$ cat src/tdcw_pkg.sv
// Shared types and constants for the TDC channel window counter.
package tdcw_pkg;

    localparam int MAX_CHANNELS = 6;
    localparam int WORD_W       = 32;
    localparam int TICK_W       = 28;
    localparam int CNT_W        = 32;
    localparam int SETUP_W      = 64;
    localparam int PERIOD_W     = 56;
    localparam int LIMIT_W      = 31;
    localparam int CFG_IDX_W    = 3;
    localparam int CFG_DATA_W   = 64;
    localparam int SUM_W        = 30;   // |t - d + f| needs 29 bits plus sign
    localparam int REM_W        = 29;

    localparam logic [CFG_IDX_W-1:0] REG_PERIOD = 3'd6;
    localparam logic [CFG_IDX_W-1:0] REG_LIMIT  = 3'd7;

    typedef enum logic [1:0] {
        OUT_MARKER  = 2'd0,
        OUT_GATED   = 2'd1,
        OUT_CURRENT = 2'd2,
        OUT_FUTURE  = 2'd3
    } outcome_t;

    typedef enum logic [1:0] {
        BK_IDLE,
        BK_DIV,
        BK_APPLY,
        BK_HOLD
    } bk_state_t;

    // Classified transaction passed from front to back
    typedef struct packed {
        logic [2:0]          channel;
        logic [TICK_W-1:0]   ticks;
        logic                buffer_start;
        logic                is_marker;
        logic                off_range;
    } front_item_t;

endpackage

$ cat src/tdcw_front.sv
// Front part: classifies each input word and stores it in a two-entry queue.
module tdcw_front
    import tdcw_pkg::*;
#(
    parameter int CHANNELS = MAX_CHANNELS
)(
    input  logic                clk,
    input  logic                rst_n,
    input  logic                in_valid,
    output logic                in_ready,
    input  logic [WORD_W-1:0]   in_word,
    input  logic                in_start,
    output logic                q_valid,
    input  logic                q_pop,
    output front_item_t         q_item
);

    front_item_t slot_reg [2];
    logic [1:0]  wr_ptr_reg, wr_ptr_next;
    logic        rd_ptr_reg;
    logic [1:0]  cnt_reg, cnt_next;
    logic        push;
    front_item_t item;

    always_comb
    begin
        item.channel      = in_word[30:28];
        item.ticks        = in_word[TICK_W-1:0];
        item.buffer_start = in_start;
        item.is_marker    = (in_word[30:28] == 3'd0) || (in_word[30:28] == 3'd7);
        item.off_range    = (32'(in_word[30:28]) > 32'(CHANNELS));
    end

    assign in_ready = (cnt_reg != 2'd2);
    assign push     = in_valid && in_ready;
    assign q_valid  = (cnt_reg != 2'd0);
    assign q_item   = slot_reg[rd_ptr_reg];

    always_comb
    begin
        wr_ptr_next = wr_ptr_reg;
        cnt_next    = cnt_reg;
        if (push)
        begin
            wr_ptr_next = {1'b0, ~wr_ptr_reg[0]};
        end
        case ({push, q_pop && q_valid})
            2'b10:   cnt_next = cnt_reg + 2'd1;
            2'b01:   cnt_next = cnt_reg - 2'd1;
            default: cnt_next = cnt_reg;
        endcase
    end

    always_ff @(posedge clk or negedge rst_n)
    begin
        if (!rst_n)
        begin
            wr_ptr_reg <= '0;
            rd_ptr_reg <= 1'b0;
            cnt_reg    <= '0;
        end
        else
        begin
            wr_ptr_reg <= wr_ptr_next;
            cnt_reg    <= cnt_next;
            if (q_pop && q_valid)
            begin
                rd_ptr_reg <= ~rd_ptr_reg;
            end
        end
    end

    always_ff @(posedge clk)
    begin
        if (push)
        begin
            slot_reg[wr_ptr_reg[0]] <= item;
        end
    end

endmodule

$ cat src/tdcw_remainder.sv
// Restoring iterative remainder of a 29-bit magnitude by a 28-bit period.
module tdcw_remainder
    import tdcw_pkg::*;
(
    input  logic               clk,
    input  logic               rst_n,
    input  logic               start,
    input  logic [REM_W-1:0]   dividend,
    input  logic [TICK_W-1:0]  divisor,
    output logic               done,
    output logic [REM_W-1:0]   remainder
);

    localparam int STEP_W = $clog2(REM_W + 1);

    logic [REM_W-1:0]  rem_reg, rem_next;
    logic [REM_W-1:0]  quo_reg, quo_next;
    logic [STEP_W-1:0] step_reg, step_next;
    logic              busy_reg, busy_next;
    logic [REM_W:0]    trial;

    always_comb
    begin
        rem_next  = rem_reg;
        quo_next  = quo_reg;
        step_next = step_reg;
        busy_next = busy_reg;
        trial     = {rem_reg, quo_reg[REM_W-1]} - {2'b00, divisor};
        if (start)
        begin
            rem_next  = '0;
            quo_next  = dividend;
            step_next = STEP_W'(REM_W);
            busy_next = 1'b1;
        end
        else if (busy_reg)
        begin
            if (!trial[REM_W])
            begin
                rem_next = trial[REM_W-1:0];
            end
            else
            begin
                rem_next = {rem_reg[REM_W-2:0], quo_reg[REM_W-1]};
            end
            quo_next  = {quo_reg[REM_W-2:0], 1'b0};
            step_next = step_reg - 1'b1;
            if (step_reg == STEP_W'(1))
            begin
                busy_next = 1'b0;
            end
        end
    end

    always_ff @(posedge clk or negedge rst_n)
    begin
        if (!rst_n)
        begin
            busy_reg <= 1'b0;
            step_reg <= '0;
            done     <= 1'b0;
        end
        else
        begin
            busy_reg <= busy_next;
            step_reg <= step_next;
            done     <= busy_reg && !busy_next;
        end
    end

    always_ff @(posedge clk)
    begin
        rem_reg <= rem_next;
        quo_reg <= quo_next;
    end

    assign remainder = rem_reg;

endmodule

$ cat src/tdcw_back.sv
// Back part: gate check, window compare, counters and output register.
module tdcw_back
    import tdcw_pkg::*;
#(
    parameter int CHANNELS = MAX_CHANNELS
)(
    input  logic                  clk,
    input  logic                  rst_n,
    input  logic                  q_valid,
    output logic                  q_pop,
    input  front_item_t           q_item,
    input  logic [SETUP_W-1:0]    setup [CHANNELS],
    input  logic [PERIOD_W-1:0]   periods,
    input  logic [LIMIT_W-1:0]    limit,
    output logic                  out_valid,
    input  logic                  out_ready,
    output logic [2:0]            out_channel,
    output logic [1:0]            out_outcome,
    output logic [CNT_W-1:0]      out_count,
    output logic [CNT_W-1:0]      out_frames
);

    localparam int K_W = (CHANNELS > 1) ? $clog2(CHANNELS) : 1;

    bk_state_t state_reg, state_next;

    logic [CNT_W-1:0] cur_reg [CHANNELS];
    logic [CNT_W-1:0] fut_reg [CHANNELS];
    logic [CNT_W-1:0] marker_reg;

    front_item_t      item_reg;
    logic             neg_reg;
    logic             gate_ok_reg;
    logic [2:0]       ch_o_reg;
    logic [1:0]       oc_o_reg;
    logic [CNT_W-1:0] cnt_o_reg;
    logic [CNT_W-1:0] frm_o_reg;

    logic [K_W-1:0]       k;
    logic [SETUP_W-1:0]   sel;
    logic [TICK_W-1:0]    d_sel, g_sel, p_val, f_val;
    logic signed [SUM_W-1:0] s_val;
    logic [REM_W-1:0]     mag;
    logic                 gate_on;
    logic                 div_start, div_done;
    logic [REM_W-1:0]     rem;
    logic signed [SUM_W+1:0] diff;
    logic [CNT_W-1:0]     mk_base;
    logic [CNT_W:0]       idx;
    logic                 is_cur;

    assign k       = K_W'(item_reg.channel - 3'd1);
    assign sel     = setup[k];
    assign d_sel   = sel[55:28];
    assign g_sel   = sel[27:0];
    assign f_val   = periods[55:28];
    assign p_val   = periods[27:0];
    assign gate_on = sel[63] && (p_val != '0);
    assign s_val   = SUM_W'(item_reg.ticks) - SUM_W'(d_sel) + SUM_W'(f_val);
    assign mag     = s_val[SUM_W-1] ? REM_W'(-s_val) : REM_W'(s_val);

    // P - r with r carrying the sign of s
    assign diff = neg_reg ? (SUM_W+2)'(p_val) + (SUM_W+2)'(rem)
                          : (SUM_W+2)'(p_val) - (SUM_W+2)'(rem);

    assign mk_base = item_reg.buffer_start ? '0 : marker_reg;
    assign idx     = (CNT_W+1)'(mk_base) + (CNT_W+1)'(sel[62:56]);
    assign is_cur  = (idx < (CNT_W+1)'(limit)) ||
                     ((idx == (CNT_W+1)'(limit)) && (item_reg.ticks < d_sel));

    tdcw_remainder u_rem (
        .clk       (clk),
        .rst_n     (rst_n),
        .start     (div_start),
        .dividend  (mag),
        .divisor   (p_val),
        .done      (div_done),
        .remainder (rem)
    );

    // next state
    always_comb
    begin
        state_next = state_reg;
        case (state_reg)
            BK_IDLE:
                if (q_valid && (!out_valid || out_ready))
                begin
                    state_next = BK_HOLD;
                end
            BK_HOLD:
                if (!item_reg.is_marker && !item_reg.off_range && gate_on)
                begin
                    state_next = BK_DIV;
                end
                else
                begin
                    state_next = BK_APPLY;
                end
            BK_DIV:
                if (div_done)
                begin
                    state_next = BK_APPLY;
                end
            BK_APPLY:
                state_next = BK_IDLE;
            default:
                state_next = BK_IDLE;
        endcase
    end

    // outputs
    always_comb
    begin
        q_pop     = 1'b0;
        div_start = 1'b0;
        case (state_reg)
            BK_IDLE:  q_pop = q_valid && (!out_valid || out_ready);
            BK_HOLD:  div_start = !item_reg.is_marker && !item_reg.off_range && gate_on;
            default:  q_pop = 1'b0;
        endcase
    end

    always_ff @(posedge clk or negedge rst_n)
    begin
        if (!rst_n)
        begin
            state_reg  <= BK_IDLE;
            marker_reg <= '0;
            out_valid  <= 1'b0;
            for (int i = 0; i < CHANNELS; i++)
            begin
                cur_reg[i] <= '0;
                fut_reg[i] <= '0;
            end
        end
        else
        begin
            state_reg <= state_next;
            if (out_valid && out_ready)
            begin
                out_valid <= 1'b0;
            end
            if (state_reg == BK_APPLY)
            begin
                out_valid <= 1'b1;
                if (item_reg.is_marker)
                begin
                    marker_reg <= (mk_base == '1) ? mk_base : mk_base + 1'b1;
                end
                else
                begin
                    marker_reg <= mk_base;
                    if (!item_reg.off_range && gate_ok_reg)
                    begin
                        if (is_cur)
                        begin
                            if (cur_reg[k] != '1)
                            begin
                                cur_reg[k] <= cur_reg[k] + 1'b1;
                            end
                        end
                        else if (fut_reg[k] != '1)
                        begin
                            fut_reg[k] <= fut_reg[k] + 1'b1;
                        end
                    end
                end
            end
        end
    end

    always_ff @(posedge clk)
    begin
        if (q_pop)
        begin
            item_reg <= q_item;
        end
        if (state_reg == BK_HOLD)
        begin
            neg_reg     <= s_val[SUM_W-1];
            gate_ok_reg <= 1'b1;
        end
        if (state_reg == BK_DIV && div_done)
        begin
            gate_ok_reg <= (diff <= (SUM_W+2)'(g_sel));
        end
        if (state_reg == BK_APPLY)
        begin
            ch_o_reg  <= item_reg.channel;
            cnt_o_reg <= '0;
            if (item_reg.is_marker)
            begin
                oc_o_reg  <= OUT_MARKER;
                frm_o_reg <= (mk_base == '1) ? mk_base : mk_base + 1'b1;
            end
            else
            begin
                frm_o_reg <= mk_base;
                if (item_reg.off_range || !gate_ok_reg)
                begin
                    oc_o_reg <= OUT_GATED;
                end
                else if (is_cur)
                begin
                    oc_o_reg  <= OUT_CURRENT;
                    cnt_o_reg <= (cur_reg[k] == '1) ? cur_reg[k] : cur_reg[k] + 1'b1;
                end
                else
                begin
                    oc_o_reg  <= OUT_FUTURE;
                    cnt_o_reg <= (fut_reg[k] == '1) ? fut_reg[k] : fut_reg[k] + 1'b1;
                end
            end
        end
    end

    assign out_channel = ch_o_reg;
    assign out_outcome = oc_o_reg;
    assign out_count   = cnt_o_reg;
    assign out_frames  = frm_o_reg;

endmodule

$ cat src/tdc_channel_window_counter_core.sv
// Top level of the TDC channel window counter.
//
// s_axis carries one converter word per transaction: tdata[31:0] is the raw
// word (channel in 30:28, ticks in 27:0), tuser is buffer_start, which clears
// the frame marker count before the word is handled.
// m_axis returns one result per input word: channel, outcome, count after
// update and marker count (packing beside the port).
// cfg_* writes one setup register per transaction (index 0..5 channel setup,
// 6 periods, 7 frame limit); write only while the block is idle.
// Markers, ungated hits and off-range channels pass the back end states idle,
// hold and apply, which sets m_axis_tvalid; a gated hit also passes the divide
// state, in which the restoring remainder unit works, one quotient bit per cycle
// over 29 bits. One item is processed at a time in the back end, so a new item
// starts only after the last one is applied and while the receiver keeps up.
// A two-entry queue decouples input acceptance from processing, and the result
// register holds the last result while m_axis_tready is low; the back end
// then waits before starting the next item.
// Reset clears all counters, the configuration registers, the back end state, the queue and the output valid.
module tdc_channel_window_counter_core
    import tdcw_pkg::*;
#(
    parameter int CHANNELS = MAX_CHANNELS
)(
    input  logic                   clk,
    input  logic                   rst_n,
    input  logic                   s_axis_tvalid,
    output logic                   s_axis_tready,
    input  logic [31:0]            s_axis_tdata,   // sample_word
    input  logic                   s_axis_tuser,   // buffer_start
    output logic                   m_axis_tvalid,
    input  logic                   m_axis_tready,
    output logic [71:0]            m_axis_tdata,   // hit_channel, outcome, count_after, frames_seen (bits 68:0), zero pad
    input  logic                   cfg_valid,
    output logic                   cfg_ready,
    input  logic [CFG_IDX_W-1:0]   cfg_index,
    input  logic [CFG_DATA_W-1:0]  cfg_data
);

    logic [SETUP_W-1:0]  setup_reg [CHANNELS];
    logic [PERIOD_W-1:0] period_reg;
    logic [LIMIT_W-1:0]  limit_reg;

    logic        q_valid, q_pop;
    front_item_t q_item;
    logic [2:0]        o_ch;
    logic [1:0]        o_oc;
    logic [CNT_W-1:0]  o_cnt, o_frm;

    assign cfg_ready = 1'b1;

    // register file; setup indexes from the channel count up are dropped, 6 and 7 go to periods and limit
    always_ff @(posedge clk or negedge rst_n)
    begin
        if (!rst_n)
        begin
            for (int i = 0; i < CHANNELS; i++)
            begin
                setup_reg[i] <= '0;
            end
            period_reg <= '0;
            limit_reg  <= '0;
        end
        else if (cfg_valid)
        begin
            if (cfg_index == REG_PERIOD)
            begin
                period_reg <= cfg_data[PERIOD_W-1:0];
            end
            else if (cfg_index == REG_LIMIT)
            begin
                limit_reg <= cfg_data[LIMIT_W-1:0];
            end
            else
            begin
                for (int i = 0; i < CHANNELS; i++)
                begin
                    if (cfg_index == CFG_IDX_W'(i))
                    begin
                        setup_reg[i] <= cfg_data;
                    end
                end
            end
        end
    end

    tdcw_front #(.CHANNELS(CHANNELS)) u_front (
        .clk      (clk),
        .rst_n    (rst_n),
        .in_valid (s_axis_tvalid),
        .in_ready (s_axis_tready),
        .in_word  (s_axis_tdata),
        .in_start (s_axis_tuser),
        .q_valid  (q_valid),
        .q_pop    (q_pop),
        .q_item   (q_item)
    );

    tdcw_back #(.CHANNELS(CHANNELS)) u_back (
        .clk         (clk),
        .rst_n       (rst_n),
        .q_valid     (q_valid),
        .q_pop       (q_pop),
        .q_item      (q_item),
        .setup       (setup_reg),
        .periods     (period_reg),
        .limit       (limit_reg),
        .out_valid   (m_axis_tvalid),
        .out_ready   (m_axis_tready),
        .out_channel (o_ch),
        .out_outcome (o_oc),
        .out_count   (o_cnt),
        .out_frames  (o_frm)
    );

    assign m_axis_tdata = {3'b000, o_frm, o_cnt, o_oc, o_ch};

endmodule
$ cat config.mk
export PLATFORM = sky130hd
export DESIGN_NAME = tdc_channel_window_counter_core
export DESIGN_NICKNAME = d
export VERILOG_FILES = /design/src/tdcw_pkg.sv /design/src/tdcw_front.sv /design/src/tdcw_remainder.sv /design/src/tdcw_back.sv /design/src/tdc_channel_window_counter_core.sv
export SDC_FILE = /design/constraint.sdc
export NUM_CORES = 2
export LEC_CHECK = 0
export ABC_AREA = 1
export BUFFER_PORTS_ARGS = -buffer_cell sky130_fd_sc_hd__buf_2
export CELL_PAD_IN_SITES_DETAIL_PLACEMENT = 0
export CELL_PAD_IN_SITES_GLOBAL_PLACEMENT = 1
export CORE_MARGIN = 8
export CORE_UTILIZATION = 48
export DETAILED_ROUTE_END_ITERATION = 10
export MAX_ROUTING_LAYER = met4
export PLACE_DENSITY = 0.77
export SKIP_LAST_GASP = 1
export SLEW_MARGIN = 20
export SYNTH_ARGS = -nofsm -noshare
export SYNTH_HDL_FRONTEND = slang
export SYNTH_SLANG_ARGS = --single-unit
$ cat constraint.sdc
create_clock -name clk -period 9 [get_ports clk]
set_input_delay 0.9 -clock clk [delete_from_list [all_inputs] [get_ports clk]]
set_output_delay 0.9 -clock clk [all_outputs]
set_load 0.02 [all_outputs]
# After elaboration in Yosys (flattened, before gate mapping)
# Memories as Yosys holds them, arrays and structs flattened. A register that Yosys moved wholly into a read port is not among the register bits.
# Index checks and enable logic that the tools add are counted.
dict set report word_totals {
  ramBits 68
  output_inout_bits 75
  n_memories 1
  ff_bits 1030
  wordCells 175
}
# memory words word_bits rd rd_clocked_by_memory_dff wr line_no
set mem_list {}
lappend mem_list {u_front.slot_reg 2 34 1 1 1 tdcw_front.sv:18} ;# front_item_t slot_reg [2];
dict set report classes {
  bitwise 7
  add_sub_neg 14
  n_reduce_logical 42
  muxes 44
  n_lt_le_gt_ge 6
  n_eq_ne 23
}
# operator n
set op_table {}
lappend op_table {{192-bit bitwise mux} 2}
lappend op_table {{32-bit 2-to-1 mux} 12}
lappend op_table {{32-bit binary-select mux with 3-bit select} 2}
lappend op_table {{64-bit binary-select mux with 3-bit select} 1}
lappend op_table {{64-bit 2-to-1 mux} 2}
lappend op_table {{29-bit 2-to-1 mux} 4}
lappend op_table {{32-bit by 1-bit adder with 32-bit output, second input constant} 3}
lappend op_table {{32-bit demux with 3-bit select} 1}
lappend op_table {{32-bit equality test, second input constant} 3}
lappend op_table {{32-bit != test, second input constant} 2}
lappend op_table {{32-bit by 7-bit adder with 33-bit output} 1}
lappend op_table {{33-bit by 31-bit equality test with 1-bit output} 1}
lappend op_table {{33-bit by 31-bit < comparator with 1-bit output} 1}
lappend op_table {{32-bit by 28-bit <= comparator with 1-bit output} 1}
lappend op_table {{28-bit by 29-bit adder with 30-bit output} 1}
lappend op_table {{30-bit by 28-bit adder with 30-bit output} 1}
lappend op_table {{28-bit by 29-bit subtractor with 30-bit output} 1}
lappend op_table {{30-bit by 28-bit subtractor with 30-bit output} 1}
lappend op_table {{29-bit negator} 1}
lappend op_table {{28-bit by 28-bit subtractor with 29-bit output} 1}
lappend op_table {{28-bit < comparator} 1}
lappend op_table {{28-bit nonzero test} 1}
lappend op_table {{4-bit AND reduction} 6}
lappend op_table {{3-bit equality test, second input constant} 5}
lappend op_table {{31 further kinds} 81}

# Depth between registers and ports, before layout
dict set report logic_depth {
  depth_word 11
  depth_mapped 49
  depth_no_buf 41
}

# Modules after synthesis
# From an unflattened synthesis, not the netlist that was laid out.
dict set report unflattened {
  hier_cells 9258
  hier_area_um2 66780.3
}
# module seq_area_each_um2 area_per_inst_um2 cells_per_inst n_inst
set by_module_without_submodules {}
lappend by_module_without_submodules {tdcw_back 13638.1 40387.5 6097 1}
lappend by_module_without_submodules {tdc_channel_window_counter_core 11786.3 18305.1 2070 1}
lappend by_module_without_submodules {tdcw_remainder 1626.6 5287.6 880 1}
lappend by_module_without_submodules {tdcw_front 2142.1 2800.2 211 1}

# Worst setup path before layout
# No wires, ideal clock.
dict set report synth_timing {
  path_kind {register to register}
  start {reg, netlist name u_back.item_reg[31]}
  end {reg u_back.cnt_o_reg[10] (netlist: u_back.out_count[10]) (data pin)}
  required_ps 8743
  path_stages_with_launch 40
  setup_slack_ps 2149
  setup_time_ps 257
  t_arrival_ps 6593
  cell_sequence {edfxtp_1 buf_4 inv_4 buf_6 buf_6 buf_6 ha_1 inv_2 clkbuf_1 buf_2 nand3_1 inv_1 clkbuf_1 clkbuf_1 clkbuf_1 nand2_1 nand3_1 fa_1 (+4 left out) o21ai_1 nand2_1 nor3_1 nand3_1 xor2_1 inv_1 ha_1 nand2_1 nor3_1 nand4_1 a31oi_1 nand2_1 nand2_1 nand2_4 buf_4 buf_2 nor3_1 nor2_1}
}
dict set report synth_between {
  elab_chain_len 10
  elab_cells_between_ends 24
  classes_between {4 x add/sub; 2 x order compare; 3 x eq/ne; 12 x mux; 1 x bitwise; 2 x reduce/logical}
}
# item line_no
set synth_lines {}
lappend synth_lines {{3-bit by 1-bit subtractor with 3-bit output *} tdcw_back.sv:52} ;# assign k = K_W'(item_reg.channel - 3'd1);
lappend synth_lines {{3-bit NOT with 4-bit output (not written as such) *} {tdcw_back.sv:53, tdcw_back.sv:207, tdcw_back.sv:212}}
lappend synth_lines {{branches (longest 7 deep; another with 32-bit by 7-bit adder with 33-bit output)} --}
lappend synth_lines {{32-bit 2-to-1 mux *} tdcw_back.sv:204} ;# else if (is_cur)
lappend synth_lines {{to (signal assigned)} tdcw_back.sv:207} ;# cnt_o_reg <= (cur_reg[k] == '1) ? cur_reg[k] : cur_reg[k] + 1'b1;
lappend synth_lines {{to (signal assigned)} tdcw_back.sv:212} ;# cnt_o_reg <= (fut_reg[k] == '1) ? fut_reg[k] : fut_reg[k] + 1'b1;
lappend synth_lines {{to (decl)} tdcw_back.sv:36} ;# logic [CNT_W-1:0] cnt_o_reg;
# Mark *: on every way between the ends. The select of a mux whose other input is x is not followed.
# A chain may end at the register's enable or synchronous reset.

# Worst setup path in the final report
dict set report layout_timing {
  start {reg, netlist name u_back.item_reg[31]}
  end {reg u_back.fut_reg[68] (netlist bit)}
}
dict set report layout_between {
  elab_chain_len 11
  elab_cells_between_ends 24
  classes_between {3 x add/sub; 4 x order compare; 2 x eq/ne; 9 x mux; 2 x bitwise; 4 x reduce/logical}
}
# item line_no
set layout_lines {}
lappend layout_lines {{3-bit by 1-bit subtractor with 3-bit output *} tdcw_back.sv:52}
lappend layout_lines {{3-bit NOT with 4-bit output (not written as such) *} {tdcw_back.sv:53, tdcw_back.sv:163, tdcw_back.sv:165}}
lappend layout_lines {{branches (longest 9 deep; another with 32-bit by 7-bit adder with 33-bit output)} --}
lappend layout_lines {{to (signal, indexed assignment)} tdcw_back.sv:165} ;# fut_reg[k] <= fut_reg[k] + 1'b1;
lappend layout_lines {{to (decl)} tdcw_back.sv:28} ;# logic [CNT_W-1:0] fut_reg [CHANNELS];
# Marks and branches as above.

==> results_dict.tcl <==
set metrics [dict create \
    gp_congestion 0.913 \
    final-hold-violation-count 0 \
    synth_top_flop_cell "dfrtp_1" \
    grt_overflow 0 \
    hold_path_class "input pin to asynchronous set/reset pin" \
    synth_edf_count 202 \
    holdWs_ns 0.101 \
    worstPathArrival_ns 8.88 \
    syn_inst 8197 \
    async_reset_ff_share_pct 79.6 \
    grt_max_degree 192 \
    core_um2 131000 \
    cts_setup_buffers 0 \
    cp_num_buf_inv 8 \
    p_leak_nw 33.6 \
    critical_path.endpoint "u_back.fut_reg[68]" \
    die_w_um 379 \
    power.density_nw_per_um2 194 \
    tightest_slew_ns 1.16 \
    synth_seq_cells 1132 \
    final_antenna_net_count 0 \
    area_delta_synth_final_pct 9.90 \
    die_area_um2 144000 \
    crit_type "flip-flop to flip-flop" \
    cpMostUsedCell "nand2_1" \
    route.detailed.drc 0 \
    yosysUniqueCellTypes 64 \
    rows 133 \
    drt_iter0_drc 5155 \
    worst-path-max-fanout 91 \
    ys_seq_area_share_pct 46.0 \
    period_needed_ns 8.22 \
    rsz0062_at_grt "false" \
    slowest_stage "buf_4" \
    viasPerCell 5.58 \
    rr_startpoint "u_back.item_reg[31]" \
    cts_root_buf "clkbuf_16" \
    yosys-top-cells-count "nand2_1 (3099), dfrtp_1 (901), o21ai_0 (673)" \
    finalSetupViolCount 0 \
    cts_hold_buf 0 \
    fin_worst_skew_ns 0.0352 \
    start_util_pct 48.3 \
    crit_family "simple AND/OR/NAND/NOR gates" \
    netlist_top_cells_area "dfrtp_1 (36%), nand2_1 (18%), edfxtp_1 (9.6%)" \
    clock-sinks 1132 \
    status "finished, final reports clean" \
    yosys_warnings 0 \
    vias 55889 \
    end_kind "flip-flop" \
    first_pass_iters 6 \
    clock_latency_ns 0.79 \
    fmaxAchievable_mhz 122 \
    grt_use_total_pct 29.4 \
    post-synth-top-area-cell "dfrtp_1" \
    synth_top_area_share_pct 35.6 \
    crit_required_ns 9.66 \
    critical_path.startpoint "u_back.item_reg[31]" \
    slew_viol_final 0 \
    critPathLaunchType "flip-flop" \
    grt_antenna_before_repair 7 \
    ff2ff_path_depth 31 \
    cts_tree "built" \
    cap_viol_max_count 0 \
    yosysMostFrequentCell "nand2_1" \
    drt-total-wl_mm 209 \
    die_h_um 379 \
    grt_pass1_wl_mm 321 \
    slowest_delay_ns 0.56 \
    cp.depth 31 \
    max-slew-margin-rel_pct 22.6 \
    reg2reg_to "u_back.fut_reg[68]" \
    ios 180 \
    path_clk_slew_ns 0.06 \
    dp_hpwl_mm 141 \
    drive_above_1_share_pct 6.73 \
    period_share_pct 91.3 \
    setup_tns_ns 0 \
    syn_area_um2 63400 \
    post_synth.cell_area_avg_um2 7.74 \
    post_drt_wl_per_cell_um 20.9 \
    cts_made_buffers 134 \
    ir_drop_mv 0.214 \
    final_nets 8476 \
    clk_path_buf_depth 3 \
    grt_pass1_vias 53542 \
    largest_reg_flops 384 \
    ff2ff_setup_slack_ns 0.78 \
    htree_levels 4 \
    port_buffers 174 \
]
logic make-up after synthesis:
group	after synthesis	synth area share, %
other	2	0.0118
XOR/XNOR	195	2.72
AO/OA/AOI/OAI	1201	10.5
AND/OR/NAND/NOR	4410	29.3
buffers and inverters	1033	6.88
adder cells (fa/ha/maj)	224	4.49
flip-flops	1132	46.0
power breakdown:
part	switching, mW	internal, mW	leakage [nW]
Sequential	0.254	5.61	13.7
Clock	2.25	3.08	2.08
Combinational	1.52	0.811	17.8
worst min path at each step:
stage / from / endpoint / depth (start not counted)
floorplan: u_back.item_reg[32] / u_back.out_channel[1] / 0
global placement: u_back.fut_reg[106] / u_back.fut_reg[106] / 2
detailed placement: u_back.fut_reg[53] / u_back.fut_reg[53] / 2
CTS: rst_n / u_back.cur_reg[144] / 1
global route: rst_n / u_back.cur_reg[144] / 1
finish: rst_n / u_back.cur_reg[144] / 1
cells in the final DEF (no fill, tap or decap), drive strengths merged, types with 25 or more instances in the layout:
| cell type | instances |
|---|---|
| a21oi | 280 |
| a221oi | 52 |
| buf | 267 |
| clkbuf | 189 |
| clkinv | 33 |
| dfrtp | 901 |
| dfxtp | 29 |
| edfxtp | 202 |
| ha | 218 |
| inv | 585 |
| nand2 | 3106 |
| nand3 | 274 |
| nand3b | 25 |
| nand4 | 445 |
| nor2 | 417 |
| nor3 | 77 |
| o2111ai | 32 |
| o21ai | 700 |
| xnor2 | 57 |
| xor2 | 138 |
metal layers:
layer  vias up  GRT usage [%]  share of wire (%)
li1      26977              -                  -
met1     26904           39.1                 44
met2      1684           46.9                 47
met3       324           3.95                6.0
met4         0           9.05                3.1
met5         -              -                  0
through the flow:
stage / area, um2 / power [mW] / cells / utilization (%) / worst slack [ns]
4_1_cts: 69500 / 13.6 / 10002 / 53.0 / 0.195
2_1_floorplan: 63400 / 7.53 / 8199 / - / 2.15
5_1_grt: 69700 / 14.2 / 10008 / 53.1 / 0.139
6_report: 69700 / 13.5 / 10010 / 53.1 / 0.780
3_3_place_gp: 65200 / 8.22 / 9761 / 49.7 / 0.344
3_5_place_dp: 65200 / 8.26 / 9762 / 49.7 / 0.173
repair_timing:
| action | CTS | global route |
|---|---|---|
| endpoints found under the setup margin | 0 | 214 |
| endpoints found under the hold margin | 0 | 0 |
| gates resized for setup | 0 | 7 |
area by class of cell:
type / instances / area [um2]
well taps: 1755 / 2200
clock inverters: 51 / 554
fillers: 12909 / 61600
diodes: 4 / 10.0
repair buffers: 267 / 1740
clock buffers: 189 / 3730
multi-input cells: 6034 / 30100
inverters: 578 / 2200
flip-flops and latches: 1132 / 29200
Note: power is estimated with default switching activity, not from simulation.
